==> src/sv/lzwe_pkg.sv <==
// Shared constants, types and state codes for the LZW stream encoder.
package lzwe_pkg;

    localparam int CODE_BITS  = 12;
    localparam int BYTE_BITS  = 8;
    localparam int DICT_DEPTH = 1 << CODE_BITS;
    localparam int NODE_BITS  = 2 * CODE_BITS + BYTE_BITS;
    localparam int OUT_BITS   = ((CODE_BITS + 7) / 8) * 8;

    typedef logic [CODE_BITS-1:0] code_t;
    typedef logic [BYTE_BITS-1:0] byte_t;

    localparam code_t FIRST_PAIR = code_t'(1 << BYTE_BITS);
    localparam code_t FULL_COUNT = code_t'(DICT_DEPTH - 1);

    // Node record: sibling link, prefix code and byte of one pair code
    typedef struct packed {
        code_t sib;
        code_t prefix;
        byte_t data;
    } node_t;

    // One result handed from the sequencer to the output stage
    typedef struct packed {
        logic  valid;
        code_t code;
        logic  last;
    } emit_t;

    typedef enum logic [2:0] {
        ST_CLEAR,
        ST_IDLE,
        ST_HEAD,
        ST_NODE,
        ST_MISS,
        ST_FINAL
    } state_t;

endpackage

==> src/sv/lzwe_out_stage.sv <==
// Output register stage: holds one code until the receiver takes it.
module lzwe_out_stage (
    input  logic                        clk,
    input  logic                        rst_n,
    input  lzwe_pkg::emit_t             emit,
    output logic                        out_free,
    output logic                        m_axis_tvalid,
    input  logic                        m_axis_tready,
    output logic [lzwe_pkg::OUT_BITS-1:0] m_axis_tdata,
    output logic                        m_axis_tlast
);

    logic                valid_reg;
    lzwe_pkg::code_t     code_reg;
    logic                last_reg;

    assign out_free = !valid_reg || m_axis_tready;

    // valid flag
    always_ff @(posedge clk or negedge rst_n)
    begin
        if (!rst_n)
        begin
            valid_reg <= 1'b0;
        end
        else if (emit.valid)
        begin
            valid_reg <= 1'b1;
        end
        else if (m_axis_tready)
        begin
            valid_reg <= 1'b0;
        end
    end

    // payload
    always_ff @(posedge clk)
    begin
        if (emit.valid)
        begin
            code_reg <= emit.code;
            last_reg <= emit.last;
        end
    end

    assign m_axis_tvalid = valid_reg;
    assign m_axis_tdata  = lzwe_pkg::OUT_BITS'(code_reg);
    assign m_axis_tlast  = last_reg;

endmodule

==> config.mk <==
export PLATFORM = sky130hd
export DESIGN_NAME = lzwe_out_stage
export DESIGN_NICKNAME = d
export VERILOG_FILES = /design/src/sv/lzwe_pkg.sv /design/src/sv/lzwe_out_stage.sv
export SDC_FILE = /design/constraint.sdc
export NUM_CORES = 1
export LEC_CHECK = 0
export ABC_AREA = 1
export BUFFER_PORTS_ARGS = -buffer_cell sky130_fd_sc_hd__buf_2
export CORE_AREA = 8 8 46 48
export DETAILED_ROUTE_END_ITERATION = 12
export DIE_AREA = 0 0 54 56
export PLACE_DENSITY = 0.68
export SLEW_MARGIN = 10
export SYNTH_ARGS = -nofsm -noshare
export SYNTH_HDL_FRONTEND = slang
export SYNTH_SLANG_ARGS = --single-unit
==> constraint.sdc <==
create_clock -name clk -period 0.8 [get_ports clk]
set_input_delay 0.16 -clock clk [delete_from_list [all_inputs] [get_ports clk]]
set_output_delay 0.16 -clock clk [all_outputs]
set_load 0.05 [all_outputs]
==> impl_metrics.toml <==
[run_status]
status = "complete, but fails checks"
violations = "negative setup slack"

[sta]
drv_slew = 0
setup_viol = 15
min_period_ps = 1070
setup_ws_ps = -272
fin_tns_setup_ps = -2890
max_freq_mhz = 932
hold_violations = 0
rsz0062_at_grt = "yes"
skew_ps = 0
period_share = 1.34

[route]
viasPerCell = 4.19
wl_per_cell_um = 14.7
routed-via-count = 314
highest-signal-layer = "met4"
ant_nets = 0
first_pass_iters = 2
wl_met2_um = 545
routed_wl_um = 1100
route.met3.wl_um = 222
m1WireLength_um = 327
drt_iter0_markers = 7
drc = 0

[finish]
finalNetCount = 77
final_util = 0.545
area.growth.synth_to_final_pct = 66.9
instances_no_fill = 75
layout-drive-gt1-share = 0.644
largest_reg_flops = 12
diodes = 0

[global_routing]
grt_pass1_wl_um = 1550
grt_overflow = 0
grt_pass1_vias = 338
grt_max_degree = 15
antenna_found_initial = 0
grtUsageTotal = 0.0711

[hold_path]
min-delay-path-class = "in2reg"

[power]
power_w = 0.00174
p_leak_nw = 0.349
power.density_mw_per_mm2 = 2220
max-vdd-ir-drop_uv = 857

[clock_tree]
numCtsBuffers = 3
clkTransAtPathRegs_ps = 80
cts_tree = "done"
cts-root-buf = "clkbuf_4"
cts-htree-levels = 1
insertion_delay_ps = 260
clockBufferDepth = 2
cts_num_sinks = 14

[synth]
synthArstFlopShare = 0.0714
yosysTopAreaCellShare = 0.832
ys_top_cells_by_count = "13 x edfxtp_1, 4 x buf_4, 2 x inv_1, 2 x nand2_2"
ys_seq_elements = 14
yosys.area_share.xor_xnor = 0
yosys_warnings = 0
synth_area_per_cell_sq_um = 20.4
synthMuxAreaShare = 0
synth-simple-area-share = 0.0267
synth-main-ff-cell = "edfxtp_1"
yosysMostFrequentCell = "edfxtp_1"
synth_area_leader_cell = "edfxtp_1"
synth_compound_area_frac = 0
synth_top_family_by_area = "buffers and inverters"
syn-instance-count = 23
netlist_area_sq_um = 469
synthTopCellsByArea = "edfxtp_1 83%, buf_4 6.4%, dfrtp_1 5.3%, nand2_2 2.7%, inv_1 1.6%"
synth-adder-area-share = 0
synth_edf_count = 13
seq_area_frac_synth = 0.885
yosysUniqueCellTypes = 6

[die]
start_util = 0.327
core.rowCount = 14
dieHeight_um = 56
fp.dieW_um = 54
dieArea_sq_mm = 0.00302
boundaryPins = 36
core_sq_mm = 0.00144

[placed_design]
preCtsSetupSlack_ps = -96.8
routabilityCongestion = 0.634
dp_hpwl_um = 839
dp_cells = 70
io_buffers = 31

[setup_path]
start_kind = "register"
cp_slowest_stage_delay_ps = 450
path_buf_inv = 1
cp.required_ps = 640
cp.arrival_ps = 910
slowest_stage = "dfrtp_2"
cp-end-kind = "output port"
crit_chain = "buf_4"
cpLargestDelayFamily = "flip-flops"
worstSetupPathType = "reg2out"
crit_fanout = 2

[job]
maxCapViolations = 0
==> worst paths after layout <==
kind | start | end | slack (ps) | cells past startpoint
max | m_axis_tvalid | m_axis_tvalid | -270 | 1
min | emit[4] | code_reg[3] | 60 | 1
max reg2reg | m_axis_tvalid | m_axis_tvalid | 50 | 3
min reg2reg | m_axis_tvalid | m_axis_tvalid | 670 | 3
max in group asynchronous | rst_n | m_axis_tvalid | 520 | 2
min in group asynchronous | rst_n | m_axis_tvalid | 180 | 2
==> area by class of cell <==
type / instances / area (sq um)
fillers: 123 / 653
flip-flops and latches: 14 / 417
repair buffers: 33 / 272
multi-input cells: 6 / 41.3
clock buffers: 3 / 22.5
well taps: 16 / 20.0
inverters: 2 / 7.51
clock inverters: 1 / 3.75
==> layer usage <==
| layer | vias to the layer above | global-route usage |
|---|---|---|
| met5 | - | 0 |
| met4 | 0 | 0.0423 |
| met3 | 2 | 0.0428 |
| met2 | 22 | 0.116 |
| met1 | 145 | 0.0635 |
| li1 | 145 | - |
==> cells by family after synthesis <==
logic type	count (synthesis)
buffers and inverters	6
flip-flops	14
other	1
AND/OR/NAND/NOR	2
==> placed cells by master (no fill, tap or decap) <==
cell type and n:
buf_12 1, buf_2 16, buf_4 2, buf_6 13, clkbuf_4 3, clkinv_1 1, conb_1 4, dfrtp_2 1
dlygate4sd3_1 1, edfxtp_1 13, inv_1 2, nand2_2 1, nand2_8 1
==> metrics by stage <==
| stage | hold slack [ps] | area, sq um |
|---|---|---|
| 6_report | 60.0 | 783 |
| 4_1_cts | 52.5 | 778 |
| 2_1_floorplan | -136 | 495 |
| 3_3_place_gp | -64.4 | 648 |
| 5_1_grt | 42.5 | 783 |
| 3_5_place_dp | -62.8 | 648 |
==> repair_timing <==
item,in CTS,in global routing
hold buffers,1,0
resized for setup,30,1
setup endpoints to repair,15,15
endpoints found under the hold margin,1,0
buffers inserted,0,0
==> power by group <==
group / total, W / internal, W / switching, W / leakage, nW
clock: 0.000386 / 0.000180 / 0.000206 / 0.0154
combinational: 0.000463 / 0.000155 / 0.000309 / 0.197
sequential: 0.000893 / 0.000864 / 0.0000289 / 0.137
(Power assumes the default switching activity.)
