$ cat src/sv/lzwe_pkg.sv
// Shared constants, types and state codes for the LZW stream encoder.
package lzwe_pkg;

    localparam int CODE_BITS  = 12;
    localparam int BYTE_BITS  = 8;
    localparam int DICT_DEPTH = 1 << CODE_BITS;
    localparam int NODE_BITS  = 2 * CODE_BITS + BYTE_BITS;
    localparam int OUT_BITS   = ((CODE_BITS + 7) / 8) * 8;

    typedef logic [CODE_BITS-1:0] code_t;
    typedef logic [BYTE_BITS-1:0] byte_t;

    localparam code_t FIRST_PAIR = code_t'(1 << BYTE_BITS);
    localparam code_t FULL_COUNT = code_t'(DICT_DEPTH - 1);

    // Node record: sibling link, prefix code and byte of one pair code
    typedef struct packed {
        code_t sib;
        code_t prefix;
        byte_t data;
    } node_t;

    // One result handed from the sequencer to the output stage
    typedef struct packed {
        logic  valid;
        code_t code;
        logic  last;
    } emit_t;

    typedef enum logic [2:0] {
        ST_CLEAR,
        ST_IDLE,
        ST_HEAD,
        ST_NODE,
        ST_MISS,
        ST_FINAL
    } state_t;

endpackage

$ cat src/sv/lzwe_ctrl.sv
// Sequencer: walks the child list of the prefix, inserts new pairs, emits codes.
module lzwe_ctrl (
    input  logic                     clk,
    input  logic                     rst_n,
    input  logic                     in_valid,
    output logic                     in_ready,
    input  lzwe_pkg::byte_t          in_byte,
    input  logic                     in_last,
    // head table: first child code of each prefix
    output logic                     head_we,
    output lzwe_pkg::code_t          head_waddr,
    output lzwe_pkg::code_t          head_wdata,
    output lzwe_pkg::code_t          head_raddr,
    input  lzwe_pkg::code_t          head_rdata,
    // node table: pair record of each code
    output logic                     node_we,
    output lzwe_pkg::code_t          node_waddr,
    output lzwe_pkg::node_t          node_wdata,
    output lzwe_pkg::code_t          node_raddr,
    input  lzwe_pkg::node_t          node_rdata,
    // output stage
    input  logic                     out_free,
    output lzwe_pkg::emit_t          emit
);

    lzwe_pkg::state_t state_reg, state_next;
    lzwe_pkg::code_t  prefix_reg, prefix_next;
    logic             held_reg, held_next;
    lzwe_pkg::code_t  nf_reg, nf_next;
    lzwe_pkg::code_t  clr_reg, clr_next;
    lzwe_pkg::byte_t  byte_reg, byte_next;
    logic             last_reg, last_next;
    lzwe_pkg::code_t  cand_reg, cand_next;
    lzwe_pkg::code_t  headv_reg, headv_next;
    logic             headok_reg, headok_next;

    logic                  accept;
    logic                  head_live;
    logic                  sib_live;
    logic [lzwe_pkg::CODE_BITS:0] nf_inc;

    assign accept    = in_valid && in_ready;
    assign head_live = (head_rdata >= lzwe_pkg::FIRST_PAIR) && (head_rdata < nf_reg);
    assign sib_live  = (node_rdata.sib >= lzwe_pkg::FIRST_PAIR) && (node_rdata.sib < nf_reg);
    assign nf_inc    = {1'b0, nf_reg} + 1'b1;

    // state and control registers
    always_ff @(posedge clk or negedge rst_n)
    begin
        if (!rst_n)
        begin
            state_reg  <= lzwe_pkg::ST_CLEAR;
            prefix_reg <= '0;
            held_reg   <= 1'b0;
            nf_reg     <= lzwe_pkg::FIRST_PAIR;
            clr_reg    <= '0;
        end
        else
        begin
            state_reg  <= state_next;
            prefix_reg <= prefix_next;
            held_reg   <= held_next;
            nf_reg     <= nf_next;
            clr_reg    <= clr_next;
        end
    end

    // working registers for the item in flight
    always_ff @(posedge clk)
    begin
        byte_reg   <= byte_next;
        last_reg   <= last_next;
        cand_reg   <= cand_next;
        headv_reg  <= headv_next;
        headok_reg <= headok_next;
    end

    // next state and outputs
    always_comb
    begin
        state_next  = state_reg;
        prefix_next = prefix_reg;
        held_next   = held_reg;
        nf_next     = nf_reg;
        clr_next    = clr_reg;
        byte_next   = byte_reg;
        last_next   = last_reg;
        cand_next   = cand_reg;
        headv_next  = headv_reg;
        headok_next = headok_reg;
        in_ready    = 1'b0;
        head_we     = 1'b0;
        head_waddr  = prefix_reg;
        head_wdata  = nf_reg;
        head_raddr  = prefix_reg;
        node_we     = 1'b0;
        node_waddr  = nf_reg;
        node_wdata  = '{sib: (headok_reg ? headv_reg : '0), prefix: prefix_reg, data: byte_reg};
        node_raddr  = cand_reg;
        emit        = '{valid: 1'b0, code: prefix_reg, last: 1'b0};

        case (state_reg)
            // after reset: every head entry points below the pair codes
            lzwe_pkg::ST_CLEAR:
            begin
                head_we    = 1'b1;
                head_waddr = clr_reg;
                head_wdata = '0;
                clr_next   = clr_reg + lzwe_pkg::code_t'(1);
                if (clr_reg == lzwe_pkg::code_t'(lzwe_pkg::DICT_DEPTH - 1))
                begin
                    state_next = lzwe_pkg::ST_IDLE;
                end
            end

            lzwe_pkg::ST_IDLE:
            begin
                in_ready = 1'b1;
                if (accept)
                begin
                    byte_next = in_byte;
                    last_next = in_last;
                    if (!held_reg)
                    begin
                        prefix_next = lzwe_pkg::code_t'(in_byte);
                        held_next   = 1'b1;
                        state_next  = in_last ? lzwe_pkg::ST_FINAL : lzwe_pkg::ST_IDLE;
                    end
                    else
                    begin
                        state_next = lzwe_pkg::ST_HEAD;
                    end
                end
            end

            // head entry for the prefix has arrived
            lzwe_pkg::ST_HEAD:
            begin
                headv_next  = head_rdata;
                headok_next = 1'b0;
                cand_next   = head_rdata;
                node_raddr  = head_rdata;
                state_next  = head_live ? lzwe_pkg::ST_NODE : lzwe_pkg::ST_MISS;
            end

            // compare one node of the child list
            lzwe_pkg::ST_NODE:
            begin
                if (node_rdata.prefix != prefix_reg)
                begin
                    // stale head from an earlier dictionary
                    state_next = lzwe_pkg::ST_MISS;
                end
                else
                begin
                    headok_next = 1'b1;
                    if (node_rdata.data == byte_reg)
                    begin
                        prefix_next = cand_reg;
                        state_next  = last_reg ? lzwe_pkg::ST_FINAL : lzwe_pkg::ST_IDLE;
                    end
                    else if (sib_live)
                    begin
                        cand_next  = node_rdata.sib;
                        node_raddr = node_rdata.sib;
                    end
                    else
                    begin
                        state_next = lzwe_pkg::ST_MISS;
                    end
                end
            end

            // emit prefix, insert the pair, restart from the byte
            lzwe_pkg::ST_MISS:
            begin
                if (out_free)
                begin
                    emit.valid  = 1'b1;
                    node_we     = 1'b1;
                    head_we     = 1'b1;
                    prefix_next = lzwe_pkg::code_t'(byte_reg);
                    if (nf_inc >= {1'b0, lzwe_pkg::FULL_COUNT})
                    begin
                        nf_next = lzwe_pkg::FIRST_PAIR;
                    end
                    else
                    begin
                        nf_next = nf_inc[lzwe_pkg::CODE_BITS-1:0];
                    end
                    state_next = last_reg ? lzwe_pkg::ST_FINAL : lzwe_pkg::ST_IDLE;
                end
            end

            // flush the final prefix and restart the stream
            lzwe_pkg::ST_FINAL:
            begin
                if (out_free)
                begin
                    emit.valid  = 1'b1;
                    emit.last   = 1'b1;
                    nf_next     = lzwe_pkg::FIRST_PAIR;
                    prefix_next = '0;
                    held_next   = 1'b0;
                    state_next  = lzwe_pkg::ST_IDLE;
                end
            end

            default:
            begin
                state_next = lzwe_pkg::ST_IDLE;
            end
        endcase
    end

endmodule

$ cat config.mk
export PLATFORM = sky130hd
export DESIGN_NAME = lzwe_ctrl
export DESIGN_NICKNAME = d
export VERILOG_FILES = /design/src/sv/lzwe_pkg.sv /design/src/sv/lzwe_ctrl.sv
export SDC_FILE = /design/constraint.sdc
export NUM_CORES = 1
export LEC_CHECK = 0
export ABC_AREA = 1
export BUFFER_PORTS_ARGS = -buffer_cell sky130_fd_sc_hd__buf_2
export CAP_MARGIN = 10
export CORE_MARGIN = 8
export CORE_UTILIZATION = 30
export CTS_CLUSTER_SIZE = 25
export DETAILED_ROUTE_END_ITERATION = 7
export GPL_TIMING_DRIVEN = 1
export PLACE_DENSITY = 0.54
export SLEW_MARGIN = 10
export SYNTH_ARGS = -nofsm -noshare
export SYNTH_HDL_FRONTEND = slang
export SYNTH_SLANG_ARGS = --single-unit
$ cat constraint.sdc
create_clock -name clk -period 3.2 [get_ports clk]
set_input_delay 0.32 -clock clk [delete_from_list [all_inputs] [get_ports clk]]
set_output_delay 0.32 -clock clk [all_outputs]
set_load 0.01 [all_outputs]
==> flow_summary.ini <==
[run_status]
run_status = finished clean

[run]
cap_viol_max_count = 0

[placed_design]
placed_cell_area_um2 = 5840
dpl.hpwl_mm = 13.0
dp_cells = 991
io_buffers = 165
finalWeightedCongestion = 0.884

[critical_path]
arrival_ps = 2520
worstPathMaxFanout = 17
critPathTopFamily = simple AND/OR/NAND/NOR gates
path_cells = inv_1 -> ha_1 -> a21oi_1 -> nor3_1 -> nor3_1 -> nand2_1 -> nand2_2 -> nand3_4 -> nand2_1 -> nand2_1 -> nand2_1 -> buf_2
crit_path_max_incr_delay_ps = 420
path_buf_inv = 2
worst-setup-path-type = reg -> out
cp-start-kind = flip-flop
cp-end-kind = output port
critPathRequiredTime_ps = 2880
crit_slowest_cell = dfrtp_1
crit_top_cell = nand2_1

[routing]
vias = 4642
via_per_inst = 4.61
drc = 0
antenna_left = 0
drt_iter0_markers = 255
wirelength_mm = 16.4
dr.pass1.iters = 5
drt-wirelength-per-cell_um = 16.2

[synthesis]
yosysWarnings = 0
synth_fp_nets = 727
postSynthCellCount = 645
ys_ff_latch = 74
synth_edf_count = 22
yosysSeqAreaShare = 0.381
async_reset_ff_frac = 0.541
syn_area_um2 = 5000
synth_cell_types = 41
avgSynthCellArea_um2 = 7.75
synth_top_flop_cell = dfrtp_1

[die]
die_h_um = 145
start_util = 0.304
rows = 47
dieArea_um2 = 21100
core_um2 = 16500
die_x_um = 145
io_pins = 166

[clock_tree]
ctsHtreeMaxLevel = 3
cts_made_buffers = 9
clk_latency_ps = 340
cts.repair.resized = 0
cts_tree = built
cts.sinks = 74
cts_setup_buffers = 0
cts.path.max_buffers = 2
clkTransAtPathRegs_ps = 60
cts_root_buf = clkbuf_16
postCtsHoldBufs = 0

[layout]
area_growth_pct = 23.7
fin_area_um2 = 6180
final_nets = 864
num_antenna_cells = 0
final_layout_size_suffix_gt1_frac = 0.301
num-fill-cells = 1787
stdcell_count = 1007

[global_route]
grt_usage = 0.156
grt_max_degree = 41
first_global_vias = 4694
antenna_found_initial = 2
grt_pass1_wl_mm = 26.2
grt.overflow.total = 0

[timing]
drv_slew = 0
tns_ps = 0
period_minus_slack_ps = 2840
setup_viol = 0
period_share = 0.887
max_freq_mhz = 352
worstMarginPinSlew_ps = 995
finClkSkew_ps = 6.39
hold_viol = 0
slew_headroom = 0.337
rsz0062_at_grt = false

[power_and_ir_drop]
power_density_nw_per_um2 = 863
total_power_mw = 5.33
ir_drop_uv = 365
p_leak_nw = 3.27

[hold_path]
worstHoldPathType = in -> async
synth_stat cells, types with 12 or more instances:
library cell | number | area share
dfxtp_1 | 12 | 0.048
a22oi_1 | 12 | 0.018
nand3_1 | 20 | 0.020
a21oi_1 | 19 | 0.019
ha_1 | 25 | 0.063
o21ai_2 | 21 | 0.037
buf_4 | 26 | 0.039
edfxtp_1 | 22 | 0.13
inv_1 | 84 | 0.063
dfrtp_1 | 39 | 0.20
nand2_1 | 189 | 0.14
o21ai_0 | 26 | 0.026
nor2_1 | 40 | 0.030
nand4_1 | 23 | 0.029
xor2_1 | 16 | 0.028
path summary, 6_finish.rpt:
kind	cells past startpoint	startpoint	slack (ps)	to
max	12	node_waddr[5]$_DFFE_PN0P_	360	node_raddr[2]
min	1	rst_n	150	node_waddr[4]$_DFFE_PN0P_
max reg2reg	10	head_raddr[4]$_DFFE_PN0P_	760	head_raddr[11]$_DFFE_PN0P_
min reg2reg	1	clr_reg[11]$_DFFE_PN0P_	470	clr_reg[11]$_DFFE_PN0P_
max in group asynchronous	1	rst_n	2440	head_raddr[7]$_DFFE_PN0P_
min in group clk	1	in_byte[5]	170	byte_reg[5]$_DFFE_PP_
cells by family (layout without fill, tap and decap cells):
| logic type | Yosys count | after routing | share of synthesized area |
|---|---|---|---|
| AOI/OAI and AO/OA | 84 | 84 | 0.111 |
| xor gates and xnor gates | 25 | 25 | 0.0438 |
| adders and majority gates | 25 | 25 | 0.0625 |
| buffers and inverters | 130 | 272 | 0.122 |
| DFF | 74 | 74 | 0.381 |
| and+or+nand+nor | 307 | 307 | 0.281 |
final cells by class:
cell class                      count  area [um2]  share of cell area
Clock buffer                       13         303              0.0490
Clock inverter                      3        40.0             0.00647
Inverter                           90         338              0.0546
Multi-Input combinational cell    441        2490               0.403
Sequential cell                    74        1900               0.308
Tap cell                          220         275              0.0445
Timing Repair Buffer              166         833               0.135
routing by layer:
layer | share of wire | vias up | GRT usage
li1 | - | 2339 | -
met1 | 0.46 | 2146 | 0.202
met2 | 0.45 | 129 | 0.240
met3 | 0.067 | 24 | 0.0466
met4 | 0.021 | 4 | 0.0593
met5 | 0.0012 | - | 0
worst register-to-register path: cells and delay by family, from the launching register on:
family	cells	cell delay (ps)
buffers and inverters	1	150
AOI/OAI and AO/OA	1	70
and+or+nand+nor	7	1460
xor gates and xnor gates	1	170
DFF	1	470
cell usage in the layout (no fill, tap or decap), drive strengths merged, types with 2 or more instances in the layout:
cell	netlist	layout
inv	90	90
nor3	11	11
nand2	193	193
a211oi	2	2
nor2	49	49
clkbuf	5	13
a22oi	12	12
nand3	26	26
ha	25	25
dfrtp	39	39
xor2	16	16
buf	35	166
a21oi	20	20
nand4	25	25
clkinv	0	2
or2	2	2
edfxtp	22	22
xnor2	9	9
dfxtp	12	12
o21ai	48	48
through the flow:
| step | hold WS (ps) | setup WS (ps) | util |
|---|---|---|---|
| 6_report | 151 | 360 | 0.376 |
| 5_1_grt | 164 | 62.5 | 0.376 |
| 4_1_cts | 155 | 323 | 0.376 |
| 3_5_place_dp | 464 | 702 | 0.355 |
| 3_3_place_gp | 457 | 744 | 0.355 |
| 2_1_floorplan | 24.4 | 1100 | - |
power by group:
part           switching [mW]  internal (mW)
combinational            1.71          0.905
clock                   0.404          0.739
sequential              0.292           1.28
total                    2.41           2.92
(Power assumes the default switching activity.)
